[src/belt_pkg.sv]
// Shared types, constants and round functions of the belt block cipher.
package belt_pkg;

  localparam int Rounds = 8;
  localparam int RndW = 4;
  localparam int QDepth = 2;

  typedef enum logic [1:0] {
    MODE_ECB_ENC = 2'd0,
    MODE_ECB_DEC = 2'd1,
    MODE_CFB_ENC = 2'd2,
    MODE_CFB_DEC = 2'd3
  } mode_t;

  typedef enum logic [2:0] {
    REG_KEY0 = 3'd0,
    REG_KEY1 = 3'd1,
    REG_KEY2 = 3'd2,
    REG_KEY3 = 3'd3,
    REG_SYNC_LO = 3'd4,
    REG_SYNC_HI = 3'd5,
    REG_MODE = 3'd6
  } reg_idx_t;

  typedef struct packed {
    logic [31:0] data_in_3;
    logic [31:0] data_in_2;
    logic [31:0] data_in_1;
    logic [31:0] data_in_0;
    logic [4:0]  valid_bytes;
    logic        restart;
  } in_item_t;

  typedef struct packed {
    logic [31:0] data_out_3;
    logic [31:0] data_out_2;
    logic [31:0] data_out_1;
    logic [31:0] data_out_0;
  } out_item_t;

  // queued job: classified by the front end
  typedef struct packed {
    logic [127:0] blk;
    logic [15:0]  byte_mask;
    logic         restart;
  } job_t;

  function automatic logic [7:0] hsub(input logic [7:0] v);
    logic [7:0] tbl [256];
    tbl = '{
      8'hB1,8'h94,8'hBA,8'hC8,8'h0A,8'h08,8'hF5,8'h3B,8'h36,8'h6D,8'h00,8'h8E,8'h58,8'h4A,8'h5D,8'hE4,
      8'h85,8'h04,8'hFA,8'h9D,8'h1B,8'hB6,8'hC7,8'hAC,8'h25,8'h2E,8'h72,8'hC2,8'h02,8'hFD,8'hCE,8'h0D,
      8'h5B,8'hE3,8'hD6,8'h12,8'h17,8'hB9,8'h61,8'h81,8'hFE,8'h67,8'h86,8'hAD,8'h71,8'h6B,8'h89,8'h0B,
      8'h5C,8'hB0,8'hC0,8'hFF,8'h33,8'hC3,8'h56,8'hB8,8'h35,8'hC4,8'h05,8'hAE,8'hD8,8'hE0,8'h7F,8'h99,
      8'hE1,8'h2B,8'hDC,8'h1A,8'hE2,8'h82,8'h57,8'hEC,8'h70,8'h3F,8'hCC,8'hF0,8'h95,8'hEE,8'h8D,8'hF1,
      8'hC1,8'hAB,8'h76,8'h38,8'h9F,8'hE6,8'h78,8'hCA,8'hF7,8'hC6,8'hF8,8'h60,8'hD5,8'hBB,8'h9C,8'h4F,
      8'hF3,8'h3C,8'h65,8'h7B,8'h63,8'h7C,8'h30,8'h6A,8'hDD,8'h4E,8'hA7,8'h79,8'h9E,8'hB2,8'h3D,8'h31,
      8'h3E,8'h98,8'hB5,8'h6E,8'h27,8'hD3,8'hBC,8'hCF,8'h59,8'h1E,8'h18,8'h1F,8'h4C,8'h5A,8'hB7,8'h93,
      8'hE9,8'hDE,8'hE7,8'h2C,8'h8F,8'h0C,8'h0F,8'hA6,8'h2D,8'hDB,8'h49,8'hF4,8'h6F,8'h73,8'h96,8'h47,
      8'h06,8'h07,8'h53,8'h16,8'hED,8'h24,8'h7A,8'h37,8'h39,8'hCB,8'hA3,8'h83,8'h03,8'hA9,8'h8B,8'hF6,
      8'h92,8'hBD,8'h9B,8'h1C,8'hE5,8'hD1,8'h41,8'h01,8'h54,8'h45,8'hFB,8'hC9,8'h5E,8'h4D,8'h0E,8'hF2,
      8'h68,8'h20,8'h80,8'hAA,8'h22,8'h7D,8'h64,8'h2F,8'h26,8'h87,8'hF9,8'h34,8'h90,8'h40,8'h55,8'h11,
      8'hBE,8'h32,8'h97,8'h13,8'h43,8'hFC,8'h9A,8'h48,8'hA0,8'h2A,8'h88,8'h5F,8'h19,8'h4B,8'h09,8'hA1,
      8'h7E,8'hCD,8'hA4,8'hD0,8'h15,8'h44,8'hAF,8'h8C,8'hA5,8'h84,8'h50,8'hBF,8'h66,8'hD2,8'hE8,8'h8A,
      8'hA2,8'hD7,8'h46,8'h52,8'h42,8'hA8,8'hDF,8'hB3,8'h69,8'h74,8'hC5,8'h51,8'hEB,8'h23,8'h29,8'h21,
      8'hD4,8'hEF,8'hD9,8'hB4,8'h3A,8'h62,8'h28,8'h75,8'h91,8'h14,8'h10,8'hEA,8'h77,8'h6C,8'hDA,8'h1D
    };
    return tbl[v];
  endfunction

  function automatic logic [31:0] rotl(input logic [31:0] s, input int r);
    logic [63:0] d;
    d = {s, s} << r;
    return d[63:32];
  endfunction

  function automatic logic [31:0] gfun(input logic [31:0] u, input int r);
    logic [31:0] s;
    s = {hsub(u[31:24]), hsub(u[23:16]), hsub(u[15:8]), hsub(u[7:0])};
    return rotl(s, r);
  endfunction

endpackage

[src/belt_front.sv]
// Front end: takes input transfers, builds byte masks, feeds the job queue.
module belt_front import belt_pkg::*; (
  input  logic     clk,
  input  logic     rst,
  input  logic     in_valid,
  output logic     in_stall,
  input  in_item_t in_item,
  output logic     job_valid,
  input  logic     job_take,
  output job_t     job
);

  job_t                    q [QDepth];
  logic [$clog2(QDepth):0] count;
  logic                    rd_ptr;
  logic                    wr_ptr;
  logic                    push;
  logic                    pop;
  logic [4:0]              nb;
  job_t                    new_job;

  assign in_stall  = (count == ($clog2(QDepth)+1)'(QDepth));
  assign push      = in_valid && !in_stall;
  assign job_valid = (count != '0);
  assign pop       = job_valid && job_take;
  assign job       = q[rd_ptr];

  always_comb begin
    nb = (in_item.valid_bytes > 5'd16) ? 5'd16 : in_item.valid_bytes;
    new_job.blk = {in_item.data_in_3, in_item.data_in_2, in_item.data_in_1,
                   in_item.data_in_0};
    for (int k = 0; k < 16; k++) begin
      new_job.byte_mask[k] = (5'(k) < nb);
    end
    new_job.restart = in_item.restart;
  end

  always_ff @(posedge clk) begin
    if (push) begin
      q[wr_ptr] <= new_job;
    end
    if (rst) begin
      count  <= '0;
      rd_ptr <= 1'b0;
      wr_ptr <= 1'b0;
    end else begin
      if (push) wr_ptr <= ~wr_ptr;
      if (pop) rd_ptr <= ~rd_ptr;
      count <= count + ($clog2(QDepth)+1)'(push) - ($clog2(QDepth)+1)'(pop);
    end
  end

endmodule

[config.mk]
export PLATFORM = sky130hd
export DESIGN_NAME = belt_front
export DESIGN_NICKNAME = d
export VERILOG_FILES = /design/src/belt_pkg.sv /design/src/belt_front.sv
export SDC_FILE = /design/constraint.sdc
export NUM_CORES = 1
export LEC_CHECK = 0
export ABC_AREA = 1
export BUFFER_PORTS_ARGS = -buffer_cell sky130_fd_sc_hd__buf_2
export CAP_MARGIN = 20
export CORE_MARGIN = 3
export CORE_UTILIZATION = 35
export CTS_BUF_LIST = sky130_fd_sc_hd__clkbuf_8
export DETAILED_ROUTE_END_ITERATION = 8
export GPL_TIMING_DRIVEN = 0
export SYNTH_ARGS = -nofsm -noshare
export SYNTH_HDL_FRONTEND = slang
export SYNTH_SLANG_ARGS = --single-unit
[constraint.sdc]
create_clock -name clk -period 8.4 [get_ports clk]
set_input_delay 1.26 -clock clk [delete_from_list [all_inputs] [get_ports clk]]
set_output_delay 1.26 -clock clk [all_outputs]
set_load 0.02 [all_outputs]
==> impl_metrics.json <==
{
  "status": "completed",
  "multiInputGateArea_sq_mm": 0.00205,
  "clk_latency_ns": 0.55,
  "grt_overflow": 0,
  "ff_latch_area_sq_mm": 0.00881,
  "ys_types": 15,
  "drive_above_1_share_pct": 56.5,
  "clock.fmax_mhz": 315,
  "gp_congestion": 0.719,
  "ys_ff_latch": 295,
  "ys_seq_area_share_pct": 79.6,
  "slew_violations": 0,
  "drt_iter0_drc": 250,
  "antenna_cells": 0,
  "rsz0062_at_grt": "false",
  "tritoncts": "yes",
  "cts_buffers": 49,
  "core_sq_mm": 0.0309,
  "cts_resized": 0,
  "ctsHoldBuffers": 0,
  "nNetsFinal": 1010,
  "power_leakage_nw": 5.40,
  "vias": 5875,
  "synth_nets": 669,
  "r2r_start": "count[0]",
  "ff2ff_setup_slack_ns": 6.11,
  "crit_required_ns": 7.14,
  "ant_nets": 0,
  "maxCapViolCount": 0,
  "worstSetupPathType": "reg -> out",
  "start_util_pct": 35.8,
  "grt_pass1_wl_mm": 33.5,
  "io_buffers": 284,
  "grt_pass1_vias": 6114,
  "stdcell_area_sq_mm": 0.0140,
  "dr.pass1.iters": 4,
  "dieHeight_microns": 184,
  "die_area_sq_mm": 0.0338,
  "cts_root_buf": "clkbuf_8",
  "clk_pin_slew_ns": 0.06,
  "crit_path_top_delay_cell": "dfxtp_1",
  "hold-path-cell-count": 2,
  "ios": 285,
  "syn_inst": 529,
  "dpl_cell_area_sq_mm": 0.0131,
  "yosys_warnings": 0,
  "finalHoldViolCount": 0,
  "rows": 64,
  "crit_top_cell": "buf_6",
  "setup_viol": 0,
  "antenna_found_initial": 5,
  "crit_path_end_kind": "output port",
  "hold_path_class": "reg -> reg",
  "finalCritPeriodShare_pct": 37.8,
  "vias_per_cell": 4.51,
  "drt-total-wl_mm": 22.7,
  "finClkSkew_ns": 0.0193,
  "cts_max_path_buffers": 3,
  "area_growth_pct": 26.8,
  "endpoint": "job[36]",
  "die_x_microns": 184,
  "r2r.worst_path.cells": 7,
  "post_drt_wl_per_cell_microns": 17.4,
  "tns_ns": 0,
  "period_needed_ns": 3.17,
  "synth_area_per_cell_sq_um": 20.9,
  "htree_levels": 2,
  "grt_max_degree": 75,
  "drc_errors": 0,
  "final_common_cell": "buf_2",
  "post_cts_buffers": 0,
  "regToRegEndpoint": "q[0][52]",
  "tightestPinTransition_ns": 0.689,
  "cts_sinks": 295,
  "dp_hpwl_mm": 15.2,
  "path_max_fanout": 10,
  "netlist_area_sq_mm": 0.0111,
  "cp-start-kind": "flop",
  "max_stage_delay_ns": 0.32,
  "nFillCells": 2763,
  "crit_chain": "buf_6 -> buf_6 -> buf_6 -> mux2_4 -> buf_2",
  "maxSlewHeadroom_pct": 54.0,
  "grtUsageTotal_pct": 12.8,
  "ir_drop_v": 0.000178,
  "power_density_mw_per_mm2": 304,
  "final_cell_mix": "293 x buf_2, 290 x edfxtp_1, 95 x mux2_2, 55 x clkbuf_8, 50 x mux2_4",
  "cp.arrival_ns": 1.91
}
[power breakdown]
group	internal, mW	total, mW	switching (mW)
Sequential	1.86	1.91	0.0433
Combinational	0.486	1.19	0.709
Clock	0.625	1.16	0.537
[metal layers]
| layer | wire length [microns] | part of all wire, % | vias to the layer above | GRT usage [%] |
|---|---|---|---|---|
| met2 | 10900 | 48 | 208 | 20.9 |
| li1 | - | - | 2729 | - |
| met5 | 47 | 0.21 | - | 0 |
| met1 | 9030 | 40 | 2875 | 15.1 |
| met3 | 2170 | 9.6 | 53 | 5.84 |
| met4 | 534 | 2.4 | 10 | 4.41 |
[worst min path at each step]
stage           start  endpoint
3_5_place_dp   rd_ptr      flop
3_3_place_gp   rd_ptr    rd_ptr
6_report       rd_ptr    rd_ptr
2_1_floorplan  rd_ptr      flop
4_1_cts        rd_ptr    rd_ptr
5_1_grt        rd_ptr    rd_ptr
[stage by stage]
stage                     cells  utilization [%]  hold slack (ns)  power [mW]  setup WS, ns
after global placement     1209             42.0            0.478        3.19         -3.89
final                      1302             45.4            0.509        4.26          5.23
after floorplan             529                -            0.467        2.77         0.400
after global routing       1302             45.4            0.561        4.48          5.10
after CTS                  1302             45.4            0.513        4.33          5.15
after detailed placement   1215             42.5            0.485        3.15          5.25
[worst max-delay path, delay by kind of cell (launching register included)]
kind     cells  cell delay [ns]
buf+inv      4             0.71
flops        1             0.32
mux          1             0.32
[sequential cells by signal, summed over array words and instances (netlist names), named ones only]
register and cells:
q 290, count 2, rd_ptr 1, wr_ptr 1
[layout make-up]
class                           count  share of cell area, %
Sequential cell                   295                   62.8
Multi-Input combinational cell    195                   14.6
Timing Repair Buffer              290                   11.0
Clock buffer                       55                   5.39
Tap cell                          396                   3.53
Clock inverter                     32                   1.09
Buffer                             17                  0.909
Inverter                           22                  0.642
[synth_stat cells]
library cell,n,area (sq um)
nand2_1,14,52.6
nand3_1,6,30.0
buf_6,7,78.8
clkbuf_1,1,3.75
nand4_1,1,6.26
mux2_2,95,1070
edfxtp_1,290,8710
buf_2,9,45.0
mux2_4,50,751
dfxtp_1,5,100
o21ai_0,3,15.0
a21oi_1,4,20.0
nor2_1,20,75.1
inv_1,22,82.6
ha_1,2,25.0
[kinds of logic after synthesis]
logic type / after synthesis / share of synthesized area (%)
buf+inv: 39 / 1.90
mux: 145 / 16.5
fa+ha+maj: 2 / 0.226
simple gates: 41 / 1.48
compound gates: 7 / 0.317
flops: 295 / 79.6
Power figures use the tool's default switching activity.
